**src/design/cbf_pkg.sv**
```systemverilog
// Shared types, constants and blending weights for the cubic Bezier flattener.
package cbf_pkg;

    localparam int STEPS        = 8;
    localparam int STEP_BITS    = 3;
    localparam int WEIGHT_BITS  = 10;
    localparam int NUM_POINTS   = 4;
    localparam int ROUND_SHIFT  = 9;
    localparam int CORNER_STEPS = 2;

    localparam logic [STEP_BITS-1:0] LAST_CURVE_STEP  = STEP_BITS'(STEPS - 1);
    localparam logic [STEP_BITS-1:0] LAST_CORNER_STEP = STEP_BITS'(CORNER_STEPS - 1);

    // Point slots: blend start, first control, second control, end.
    localparam int PT_START = 0;
    localparam int PT_C0    = 1;
    localparam int PT_C1    = 2;
    localparam int PT_END   = 3;

    typedef logic [WEIGHT_BITS-1:0] weight_t;
    typedef weight_t weight_set_t [NUM_POINTS];

    // Commands from the controller to the datapath.
    typedef struct packed {
        logic                 load;
        logic                 issue;
        logic                 advance;
        logic                 corner;
        logic [STEP_BITS-1:0] step;
    } cbf_cmd_t;

    // Weights for one vertex; they always sum to 512.
    // A corner picks the second control point, then the end point, exactly.
    function automatic weight_set_t get_weights(input logic corner,
                                                input logic [STEP_BITS-1:0] step);
        weight_set_t w;
        w[PT_START] = '0;
        w[PT_C0]    = '0;
        w[PT_C1]    = '0;
        w[PT_END]   = '0;
        if (corner) begin
            if (step == '0) begin
                w[PT_C1] = 10'd512;
            end else begin
                w[PT_END] = 10'd512;
            end
        end else begin
            case (step)
                3'd0:
                begin
                    w[PT_START] = 10'd343; w[PT_C0] = 10'd147;
                    w[PT_C1]    = 10'd21;  w[PT_END] = 10'd1;
                end
                3'd1:
                begin
                    w[PT_START] = 10'd216; w[PT_C0] = 10'd216;
                    w[PT_C1]    = 10'd72;  w[PT_END] = 10'd8;
                end
                3'd2:
                begin
                    w[PT_START] = 10'd125; w[PT_C0] = 10'd225;
                    w[PT_C1]    = 10'd135; w[PT_END] = 10'd27;
                end
                3'd3:
                begin
                    w[PT_START] = 10'd64;  w[PT_C0] = 10'd192;
                    w[PT_C1]    = 10'd192; w[PT_END] = 10'd64;
                end
                3'd4:
                begin
                    w[PT_START] = 10'd27;  w[PT_C0] = 10'd135;
                    w[PT_C1]    = 10'd225; w[PT_END] = 10'd125;
                end
                3'd5:
                begin
                    w[PT_START] = 10'd8;   w[PT_C0] = 10'd72;
                    w[PT_C1]    = 10'd216; w[PT_END] = 10'd216;
                end
                3'd6:
                begin
                    w[PT_START] = 10'd1;   w[PT_C0] = 10'd21;
                    w[PT_C1]    = 10'd147; w[PT_END] = 10'd343;
                end
                default:
                begin
                    w[PT_END] = 10'd512;
                end
            endcase
        end
        return w;
    endfunction

endpackage

```
**src/design/cbf_ctrl.sv**
```systemverilog
// Controller: segment handshake, vertex step sequencing and pipeline valid tracking.
module cbf_ctrl (
    input  logic              clk,
    input  logic              rst_n,
    input  logic              s_tvalid,
    output logic              s_tready,
    input  logic              in_corner,
    output logic              m_tvalid,
    input  logic              m_tready,
    output logic              m_tlast,
    output cbf_pkg::cbf_cmd_t cmd
);
    import cbf_pkg::*;

    localparam logic ST_IDLE = 1'b0;
    localparam logic ST_RUN  = 1'b1;

    logic                 state_reg, state_next;
    logic [STEP_BITS-1:0] step_reg, step_next;
    logic                 corner_reg, corner_next;
    logic                 p_valid_reg, p_valid_next;
    logic                 p_last_reg, p_last_next;
    logic                 out_valid_reg, out_valid_next;
    logic                 out_last_reg, out_last_next;

    logic accept;
    logic advance;
    logic issue;
    logic last_step;

    assign advance   = !out_valid_reg || m_tready;
    assign s_tready  = (state_reg == ST_IDLE);
    assign accept    = s_tvalid && s_tready;
    assign issue     = (state_reg == ST_RUN) && advance;
    assign last_step = corner_reg ? (step_reg == LAST_CORNER_STEP)
                                  : (step_reg == LAST_CURVE_STEP);

    always_comb
    begin
        state_next  = state_reg;
        step_next   = step_reg;
        corner_next = corner_reg;
        unique case (state_reg)
            ST_IDLE:
            begin
                if (accept) begin
                    state_next  = ST_RUN;
                    step_next   = '0;
                    corner_next = in_corner;
                end
            end
            ST_RUN:
            begin
                if (issue) begin
                    step_next = step_reg + 1'b1;
                    if (last_step) begin
                        state_next = ST_IDLE;
                    end
                end
            end
            default:
            begin
                state_next = ST_IDLE;
            end
        endcase
    end

    always_comb
    begin
        p_valid_next   = p_valid_reg;
        p_last_next    = p_last_reg;
        out_valid_next = out_valid_reg;
        out_last_next  = out_last_reg;
        if (advance) begin
            p_valid_next   = issue;
            p_last_next    = issue && last_step;
            out_valid_next = p_valid_reg;
            out_last_next  = p_last_reg;
        end
    end

    always_ff @(posedge clk or negedge rst_n)
    begin
        if (!rst_n) begin
            state_reg     <= ST_IDLE;
            step_reg      <= '0;
            corner_reg    <= 1'b0;
            p_valid_reg   <= 1'b0;
            p_last_reg    <= 1'b0;
            out_valid_reg <= 1'b0;
            out_last_reg  <= 1'b0;
        end else begin
            state_reg     <= state_next;
            step_reg      <= step_next;
            corner_reg    <= corner_next;
            p_valid_reg   <= p_valid_next;
            p_last_reg    <= p_last_next;
            out_valid_reg <= out_valid_next;
            out_last_reg  <= out_last_next;
        end
    end

    assign m_tvalid    = out_valid_reg;
    assign m_tlast     = out_last_reg;
    assign cmd.load    = accept;
    assign cmd.issue   = issue;
    assign cmd.advance = advance;
    assign cmd.corner  = corner_reg;
    assign cmd.step    = step_reg;

endmodule

```
**config.mk**
```make
export PLATFORM = sky130hd
export DESIGN_NAME = cbf_ctrl
export DESIGN_NICKNAME = d
export VERILOG_FILES = /design/src/design/cbf_pkg.sv /design/src/design/cbf_ctrl.sv
export SDC_FILE = /design/constraint.sdc
export NUM_CORES = 1
export LEC_CHECK = 0
export ABC_AREA = 1
export BUFFER_PORTS_ARGS = -buffer_cell sky130_fd_sc_hd__buf_2
export CAP_MARGIN = 20
export CORE_AREA = 4 4 41 43
export CTS_BUF_LIST = sky130_fd_sc_hd__clkbuf_4
export DETAILED_ROUTE_END_ITERATION = 8
export DIE_AREA = 0 0 45 47
export PLACE_DENSITY = 0.62
export SLEW_MARGIN = 20
export SYNTH_ARGS = -nofsm -noshare
export SYNTH_HDL_FRONTEND = slang
export SYNTH_SLANG_ARGS = --single-unit
```
**constraint.sdc**
```tcl
create_clock -name clk -period 1.6 [get_ports clk]
set_clock_uncertainty 0.2 [all_clocks]
set_input_delay 0.32 -clock clk [delete_from_list [all_inputs] [get_ports clk]]
set_output_delay 0.32 -clock clk [all_outputs]
set_load 0.005 [all_outputs]
```
==> results of run 1 <==
==> synth_stat cells (all sizes together) <==
cell type,n,area [sq um]
xor2,1,8.760
o21ai,6,30.02
nor2,1,3.750
inv,10,37.54
dfrtp,9,225.2
nand2,15,68.81
buf,4,30.03
nand3,4,20.02
ha,1,12.51
==> cell families (layout without fill, tap and decap cells) <==
logic type / count (synthesis) / count (layout)
DFF: 9 / 9
xor gates and xnor gates: 1 / 1
buffers and inverters: 14 / 30
adders and majority gates: 1 / 1
AOI/OAI and AO/OA: 6 / 6
and+or+nand+nor: 20 / 20
==> metrics by stage <==
step / total power, uW / setup slack, ns
finish: 1021 / 0.07180
global route: 1131 / 0.005648
CTS: 1030 / 0.01037
detailed placement: 817.6 / 0.2077
global placement: 811.1 / 0.2297
floorplan: 703.2 / 0.3074
==> worst min-delay path: cells and delay by family <==
family                 cells  cell delay, ns
AOI/OAI and AO/OA          1            0.06
buffers and inverters      1            0.08
and+or+nand+nor            1            0.04
==> layer usage <==
layer | up-vias | track usage | wire length [microns]
met4 | 0 | 0.08772 | 12
met3 | 2 | 0.02682 | 67
met1 | 151 | 0.1103 | 336
li1 | 185 | - | -
met2 | 11 | 0.1215 | 342
met5 | - | 0 | 0
==> final timing paths <==
| path | slack, ns | end | start | cells past startpoint |
|---|---|---|---|---|
| setup / recovery | 0.07 | cmd[5] | m_tvalid$_DFFE_PN0N_ | 4 |
| hold / removal | 0.07 | corner_reg$_DFFE_PN0P_ | in_corner | 3 |
| setup reg to reg | 0.44 | step_reg[2]$_DFFE_PN0P_ | step_reg[0]$_DFFE_PN0P_ | 4 |
| hold reg to reg | 0.25 | m_tvalid$_DFFE_PN0N_ | p_valid_reg$_DFFE_PN0N_ | 2 |
| max in group asynchronous | 0.79 | m_tlast$_DFFE_PN0N_ | rst_n | 2 |
| min in group asynchronous | 0.23 | step_reg[0]$_DFFE_PN0P_ | rst_n | 2 |
==> power groups by stage <==
stage	clock network [uW]	logic (uW)	registers, uW
2_1_floorplan	0	291	412
3_3_place_gp	0	396	415
3_5_place_dp	0	402	415
4_1_cts	195	428	407
5_1_grt	213	491	427
6_report	187	426	408
==> repair_timing <==
action                                 4_1_cts  5_1_grt
setup endpoints to repair                    1        1
hold buffers                                 1        0
resized for setup                            0        2
buffers inserted                             1        0
endpoints found under the hold margin        9        0
==> cell type report <==
class / instances / share of cell area
well taps: 15 / 0.03425
flip-flops and latches: 9 / 0.4110
multi-input cells: 28 / 0.2717
clock buffers: 4 / 0.05479
inverters: 10 / 0.06849
repair buffers: 16 / 0.1598
==> results.md, run 1 <==
* Antenna diodes at 0
* Clk pwr share at 0.183
* Final GP Congestion at between 0.6 and 0.7
* Drt via density at about 4.3
* DIE AREA at about 0.0021 sq mm
* Fillers at between 100 and 150
* Initial antenna violation count at 0
* Count of final setup violators at 0
* Congestion Overflow GR at 0
* Reg power frac at 0.399
* Comb pwr share at 0.417
* Synth Area in Compound Gates at 0.06877
* Post-route cell area at around 550 sq um
* Startpoint types: register
* CTS clock-pin slew for the worst setup and hold paths at around 0.060 ns
* Status: complete, no violations
* Main combinational cell family by area after synthesis: simple AND/OR/NAND/NOR gates
* Non-Filler Instances at 82
* Worst setup EP type: output pin
* Global-route wire length before repair at ~1300 microns
* 1st-pass router iterations at 3
* Vias in the first global route at 305
* Starting density of the core at 0.3356
* Clock Tree Buf Depth at 2
* Crit path arrival time at between 1 and 1.5 ns
* Post-Synth XOR/XNOR Area at 0.02006
* Commonest non-fill, non-tap cell in the layout: buf_2
* Syn Inst Count at 51
* Final hold vios at 0
* Via count at between 300 and 400
* Peak VDD IR at approximately 0.00080 V
* # IOs at 15
* Area occupied by registers at between 200 and 250 sq um
* Layout net count at 74
* Simple-Gate Fraction of Synth Area at 0.2120
* DRT antenna net count at 0
* Unique masters post-synth at 13
* Pwr per Cell Area at 1862 mW/mm^2
* Smallest hold slack at just over 0.07 ns
* YS warnings at 0
* Clock root cell: clkbuf_4
* Most frequent cells in the layout: buf_2, nand2_1, dfrtp_1, inv_1
* Multi-input gate area at around 150 sq um
* Pleak at between 0.0003 and 0.0004 uW
* Setup Total Neg Slack at 0 ns
* Syn Area/Cell at between 8 and 9 sq um
* Crit share post-route at 0.9551
* Slew Viols, Final at 0
* Critical path buffer and inverter count at 2
* Clk Latency, worst-skew pair at 0.26 ns
* Number of flip-flops in the largest register at 3
* Die H at between 40 and 50 microns
* Sequential fraction of the synthesis area at 0.5158
* Final core utilization at 0.4212
* Slew headroom at 0.8704
* Pin count of the biggest net entering global routing at 10
* P&R area growth vs syn at 25.50%
* CP max stage cell: dfrtp_1
* Clock net sink count at 9
* Pint at 638.6 uW
* Crit path time final at 1.528 ns
* Placed instance area at between 400 and 500 sq um
* WL final at 758 microns
* Synthesized Nets at 57
* Number of CTS-inserted buffers at 3
* Max cap viols at 0
* Hold crit path type: input pin to register
* Synthesized area at around 440 sq um
* CP max stage delay at about 0.38 ns
* Die W at roughly 45 microns
* TritonCTS clock tree: done
* HPWL Detailed at 616.5 microns
* NetSw at between 300 and 400 uW
* CP Max Fanout at 6
* FF+latch count, synth at 9
* Kind of critical path: register to output pin
* DRT iter0 DRCs at 7
* Global router's overall resource usage at 0.08946
* Core Area at about 0.0013 sq mm
* Fmax at approximately 0.65 GHz
* Crit-path leading delay family: flip-flops
* Layout cell share with drive strength beyond 1 at 0.3881
* RSZ-0062 raised after global routing: no
* Wire per inst at roughly 9.2 microns
* Fraction of synthesized area in multiplexers at 0
* Row cnt at 13
* Drt drc at 0
* Port-buffer cells at 14
* Crit path cell chain: nand2_2, nand2_4, inv_2, buf_2
* Worst-Margin Slew at a little under 0.2 ns
* Number of H-tree levels at 1
* Placed insts at between 70 and 80
* Worst Path Required at 1.08 ns
* Adder-Cell Fraction of Synth Area at 0.02865
* Sw Share at 0.3743
Note: power is estimated with default switching activity, not from simulation.
==> run 2, diff against run 1 <==
CORE_AREA = 2 2 39 41   (was 4 4 41 43)
DIE_AREA = 0 0 41 43   (was 0 0 45 47)
MAX_ROUTING_LAYER = met4   (was unset)
==> run 2 against run 1 <==
Via count is 8.9% higher. Die area is 17% lower. Worst setup slack worse by 0.020 ns. Critical path depth stayed put. Critical endpoint is now cmd[6].
==> results.md, run 2 (synthesis gave the netlist of run 1 again) <==
* Status: complete, no violations
* Setup Total Neg Slack at 0 ns (unchanged)
* DRT antenna net count at 0 (unchanged)
* Non-Filler Instances at 85 (+3.7%)
* Initial antenna violation count at 0 (unchanged)
* Fillers at 149 (+1.4%)
* Crit path time final at 1.548 ns (+0.01973 ns)
* Congestion Overflow GR at 0 (unchanged)
* Slew headroom at 0.8599 (-0.01052)
* Count of final setup violators at 0 (unchanged)
* Global-route wire length before repair at 1262 microns (-0.55%)
* Hold Crit Depth at 3 (unchanged)
* Worst setup EP type: output pin
* Crit path arrival time at 1.03 ns (+0.02 ns)
* Drt via density at 4.471 (+5.0%)
* HPWL Detailed at 623.2 microns (+1.1%)
* Row cnt at 14 (+1)
* Worst Path Required at 1.08 ns (about the same)
* Hold crit path type: input pin to register
* FF-to-FF path depth at 4 (unchanged)
* RSZ-0062 raised after global routing: no
* Placed insts at 77 (+1.3%)
* Clock root cell: clkbuf_4
* DRT iter0 DRCs at 9 (+2)
* # IOs at 15 (unchanged)
* Clock net sink count at 9 (unchanged)
* Number of flip-flops in the largest register at 3 (unchanged)
* Final GP Congestion at 0.7098 (+3.6%)
* Kind of critical path: register to output pin
* Multi-input gate area at 148.9 sq um (unchanged)
* CP Max Fanout at 4 (-2)
* Area occupied by registers at 225.2 sq um (unchanged)
* Via count at 380 (+8.9%)
* Vias in the first global route at 334 (+9.5%)
* Final hold vios at 0 (unchanged)
* CTS clock-pin slew for the worst setup and hold paths at 0.07 ns (about the same)
* Worst-Margin Slew at 0.2102 ns (+0.01577 ns)
* Die H at 43 microns (-8.5%)
* Most frequent cells in the layout: buf_2, nand2_1, dfrtp_1, inv_1, nand3_1
* Drt drc at 0 (unchanged)
* Hold Path End: corner_reg$_DFFE_PN0P_
* Core Area at 0.001384 sq mm (+6.3%)
* Clock Tree Buf Depth at 2 (unchanged)
* Setup slack, reg-to-reg at 0.42 ns (-0.02 ns)
* Number of CTS-inserted buffers at 3 (unchanged)
* Fmax at 0.6460 GHz (-1.3%)
* Layout net count at 76 (+2.7%)
* WL final at 856 microns (+13%)
* Max cap viols at 0 (unchanged)
* Commonest non-fill, non-tap cell in the layout: buf_2
* P&R area growth vs syn at 30.66%
* DIE AREA at 0.001763 sq mm (-17%)
* RR Endpoint: step_reg[2]$_DFFE_PN0P_
* Number of H-tree levels at 1 (unchanged)
* Port-buffer cells at 14 (unchanged)
* Startpoint types: register
* Layout cell share with drive strength beyond 1 at 0.4058 (+0.01774)
* Global router's overall resource usage at 0.1150 (+0.02557)
* Antenna diodes at 0 (unchanged)
* Hold Crit Start: in_corner
* Crit share post-route at 0.9675 (+0.01233)
* Pin count of the biggest net entering global routing at 10 (unchanged)
* TritonCTS clock tree: done
* Starting density of the core at 0.3156 (-0.02003)
* Wire per inst at 10.07 microns (+8.9%)
* Die W at 41 microns (-8.9%)
* Peak VDD IR at 0.0004412 V (-45%)
* Slew Viols, Final at 0 (unchanged)
* Clk Latency, worst-skew pair at 0.27 ns (about the same)
* 1st-pass router iterations at 4 (+1)
* Reg2reg start: step_reg[0]$_DFFE_PN0P_
* Pwr per Cell Area at 1865 mW/mm^2 (+0.15%)
* Pleak at 0.0003393 uW (+3.3%)
[run 2: changes by cell type in the layout (fill, tap and decap cells not counted)]
cell | previous run | this run
buf_2 | 14 | 13
buf_4 | 1 | 3
buf_6 | 0 | 1
clkbuf_4 | 4 | 3
clkinv_2 | 0 | 1
inv_2 | 4 | 3
inv_4 | 0 | 1
[run 2: cell type report]
class	instances	share of cell area
sequential	9	0.3947
multi-input combinational	28	0.2610
timing repair buffer	18	0.1908
inverter	10	0.07018
clock buffer	3	0.03947
tap	16	0.03509
clock inverter	1	0.008772
[run 2: power breakdown]
group | internal (uW) | total [uW] | switching [uW]
clock network | 92.4 | 180 | 87.4
registers | 332 | 412 | 79.8
logic | 226 | 472 | 246
[run 2: worst max-delay path by stage]
stage,endpoint,slack (ns),startpoint,cells past startpoint
5_1_grt,cmd[6],0.005,state_reg$_DFF_PN0_,4
2_1_floorplan,cmd[5],0.31,m_tvalid$_DFFE_PN0N_,4
3_5_place_dp,cmd[5],0.21,m_tready,6
6_report,cmd[6],0.05,state_reg$_DFF_PN0_,4
4_1_cts,cmd[5],0.004,m_tvalid$_DFFE_PN0N_,4
3_3_place_gp,cmd[5],0.24,m_tready,6
[run 2: routing by layer]
metal,part of all wire,GRT usage
met2,0.48,0.1656
met5,0,-
met3,0.058,0.03141
met4,0.040,0.1200
met1,0.42,0.1118
[run 2: stage by stage]
step / setup WS [ns] / hold slack (ns) / total power [uW] / utilization / cell area [sq um]
detailed placement: 0.2119 / -0.01553 / 821.7 / 0.3590 / 496.7
global route: 0.004500 / 0.08198 / 1171 / 0.4123 / 570.5
finish: 0.05208 / 0.07120 / 1064 / 0.4123 / 570.5
global placement: 0.2431 / -0.01690 / 811.6 / 0.3590 / 496.7
floorplan: 0.3074 / -0.1756 / 703.2 / - / 436.7
CTS: 0.004050 / 0.06181 / 1026 / 0.3915 / 541.8
[run 2: repair_timing]
| action | in CTS | in global routing |
|---|---|---|
| pin swaps | 1 | 1 |
| setup buffers | 1 | 2 |
| endpoints found under the setup margin | 1 | 1 |
| resized for setup | 0 | 4 |
| hold buffers | 1 | 0 |
| endpoints found under the hold margin | 9 | 0 |
[run 2: critical path: stages, from the launching register on]
cell     delay (ns)
dfrtp_1        0.44
inv_2          0.10
nand2_4        0.06
inv_4          0.06
buf_2          0.10
==> run 3, diff against run 2 <==
clock period = 1.9 ns   (was 1.6 ns; I/O delays follow)
==> run 3 against run 2 <==
Clock power fell by 10%. Global-route usage fell by 0.64 points. First-iteration DRC count rose by 44%. Non-clock buffer count fell by 3. Power fell by 21%. Die area did not move. Register-to-register slack improved by 0.29 ns. Critical path depth did not move. Worst hold slack improved by 0.063 ns. Sequential cell count did not move. Core utilization fell by 2.4 points. Largest cell class unchanged. Highest routed layer unchanged.
==> results.md, run 3 (synthesis gave the netlist of run 1 again) <==
* DRT iter0 DRCs at 13 (+4)
* Starting density of the core at 0.3156 (unchanged)
* Drt drc at 0 (unchanged)
* Reg power frac at 0.412 (+0.025)
* NetSw at 318.4 uW (-23%)
* Sw Share at 0.3783 (-0.01001)
* Port-buffer cells at 14 (unchanged)
* Hold Crit Depth at 3 (unchanged)
* Core Area at 0.001384 sq mm (unchanged)
* Comb pwr share at 0.396 (-0.048)
* Row cnt at 14 (unchanged)
* Final hold vios at 0 (unchanged)
* Worst-Margin Slew at 0.2174 ns (+0.007182 ns)
* Crit-path leading delay family: flip-flops
* Fillers at 147 (-1.3%)
* DIE AREA at 0.001763 sq mm (unchanged)
* CTS resizes at 0 (unchanged)
* CP max stage delay at 0.41 ns (-0.03 ns)
* CTS clock-pin slew for the worst setup and hold paths at 0.06 ns (about the same)
* P&R area growth vs syn at 22.92%
* Die W at 41 microns (unchanged)
* Layout net count at 73 (-3.9%)
* FF-to-FF path depth at 6 (+2)
* Via count at 345 (-9.2%)
* RR Endpoint: state_reg$_DFF_PN0_
* Global-route wire length before repair at 1228 microns (-2.7%)
* Slew Viols, Final at 0 (unchanged)
* Worst setup EP type: output pin
* Wire per inst at 9.415 microns (-6.5%)
* Pwr per Cell Area at 1568 mW/mm^2 (-16%)
* Most numerous cell on the critical path: nand2_2
* RSZ-0062 raised after global routing: no
* Fmax at a little over 0.6 GHz
* Startpoint types: register
* Hold Crit Start: in_corner
* Clk Latency, worst-skew pair at 0.25 ns (-0.02 ns)
* Worst Path Required at 1.32 ns (+0.24 ns)
* Pleak at 0.0003229 uW (-4.9%)
* WL final at 772 microns (-9.8%)
* Peak VDD IR at 0.0003916 V (-11%)
* Commonest non-fill, non-tap cell in the layout: buf_2
* Final GP Congestion at 0.7257 (+2.2%)
* Kind of critical path: register to output pin
* DRT antenna net count at 0 (unchanged)
* Setup Total Neg Slack at 0 ns (unchanged)
* HPWL Detailed at 616.3 microns (-1.1%)
* Reg2reg start: m_tvalid$_DFFE_PN0N_
* Worst slack at placement at 0.3993 ns (+0.1874 ns)
* Clock Tree Buf Depth at 2 (unchanged)
* # IOs at 15 (unchanged)
* Max cap viols at 0 (unchanged)
* CP Max Fanout at 6 (+2)
* Multi-input gate area at 143.9 sq um (-3.4%)
* Number of flip-flops in the largest register at 3 (unchanged)
* Area occupied by registers at 225.2 sq um (unchanged)
* Slew headroom at 0.8551 (-0.004788)
* Clock net sink count at 9 (unchanged)
* Pint at 523.1 uW (-20%)
* Crit share post-route at 0.8658
* 1st-pass router iterations at 4 (unchanged)
* # Post-CTS Setup Buffers at 0 (-1)
* Placed instance area at 496.7 sq um (unchanged)
* Most frequent cells in the layout: buf_2, nand2_1, dfrtp_1, inv_1
* Hold crit path type: input pin to register
* Layout cell share with drive strength beyond 1 at 0.3636 (-0.04216)
* Crit path cell chain: nand2_2, nand2_2, inv_1, buf_2
* Antenna diodes at 0 (unchanged)
* Die H at 43 microns (unchanged)
* Smallest hold slack at 0.1339 ns (+0.06270 ns)
* Worst path depth at 4 (unchanged)
* Initial antenna violation count at 0 (unchanged)
* Global router's overall resource usage at 0.1086 (-0.006443)
* Setup slack, reg-to-reg at 0.71 ns (+0.29 ns)
* Congestion Overflow GR at 0 (unchanged)
* TritonCTS clock tree: done
* Hold Path End: corner_reg$_DFFE_PN0P_
* Number of CTS-inserted buffers at 3 (unchanged)
* Clk pwr share at 0.192 (+0.023)
* Vias in the first global route at 327 (-2.1%)
* Clock root cell: clkbuf_4
* Post-route cell area at 536.8 sq um (-5.9%)
* Final worst slack at 0.2549 ns (+0.2028 ns)
* Critical path buffer and inverter count at 2 (-1)
* Count of final setup violators at 0 (unchanged)
* Drt via density at 4.207 (-5.9%)
* Status: complete, no violations
* Number of H-tree levels at 1 (unchanged)
* CP max stage cell: dfrtp_1
* Crit path arrival time at 1.07 ns (+0.04 ns)
* Crit path time final at about 1.6 ns
* Pin count of the biggest net entering global routing at 10 (unchanged)
[run 3: layer usage]
layer	GRT usage	up-vias	wire, microns
li1	-	184	-
met1	0.1275	147	380
met2	0.1500	12	323
met3	0.03141	2	53
met4	0.08000	0	14
met5	-	-	0
[run 3: worst register-to-register path, cell delays in order, from the launching register on]
cell     delay (ns)
dfrtp_1        0.41
nand2_2        0.12
nand2_2        0.09
nor2_1         0.09
nand2_1        0.08
nand2_1        0.06
nand2_1        0.04
[run 3: power by group through the flow]
stage | combinational, uW | clock (uW) | sequential [uW]
floorplan | 245 | 0 | 347
global placement | 332 | 0 | 349
detailed placement | 336 | 0 | 351
CTS | 339 | 164 | 347
global route | 400 | 177 | 363
finish | 333 | 162 | 347
[run 3: what timing repair did]
item,in CTS,in global routing
endpoints found under the setup margin,0,0
hold buffers,1,0
endpoints found under the hold margin,9,0
[run 3: area by class of cell]
cell class,instances,area share
clock buffer,4,0.05594
multi-input combinational,28,0.2681
inverter,10,0.06993
tap,16,0.03730
sequential,9,0.4196
timing repair buffer,15,0.1492
[run 3: how the worst max path moves through the flow]
stage / start / endpoint / slack [ns]
after floorplan: m_tready / cmd[5] / 0.55
after global placement: m_tready / cmd[5] / 0.41
after detailed placement: m_tready / cmd[5] / 0.40
after CTS: m_tvalid$_DFFE_PN0N_ / cmd[5] / 0.25
after global routing: m_tvalid$_DFFE_PN0N_ / cmd[5] / 0.13
final: m_tvalid$_DFFE_PN0N_ / cmd[5] / 0.25
[run 3: stage by stage]
step | total power (uW) | utilization | instances
2_1_floorplan | 592.1 | - | 51
3_3_place_gp | 680.7 | 0.3590 | 77
3_5_place_dp | 686.9 | 0.3590 | 77
4_1_cts | 850.2 | 0.3879 | 82
5_1_grt | 939.6 | 0.3879 | 82
6_report | 841.5 | 0.3879 | 82
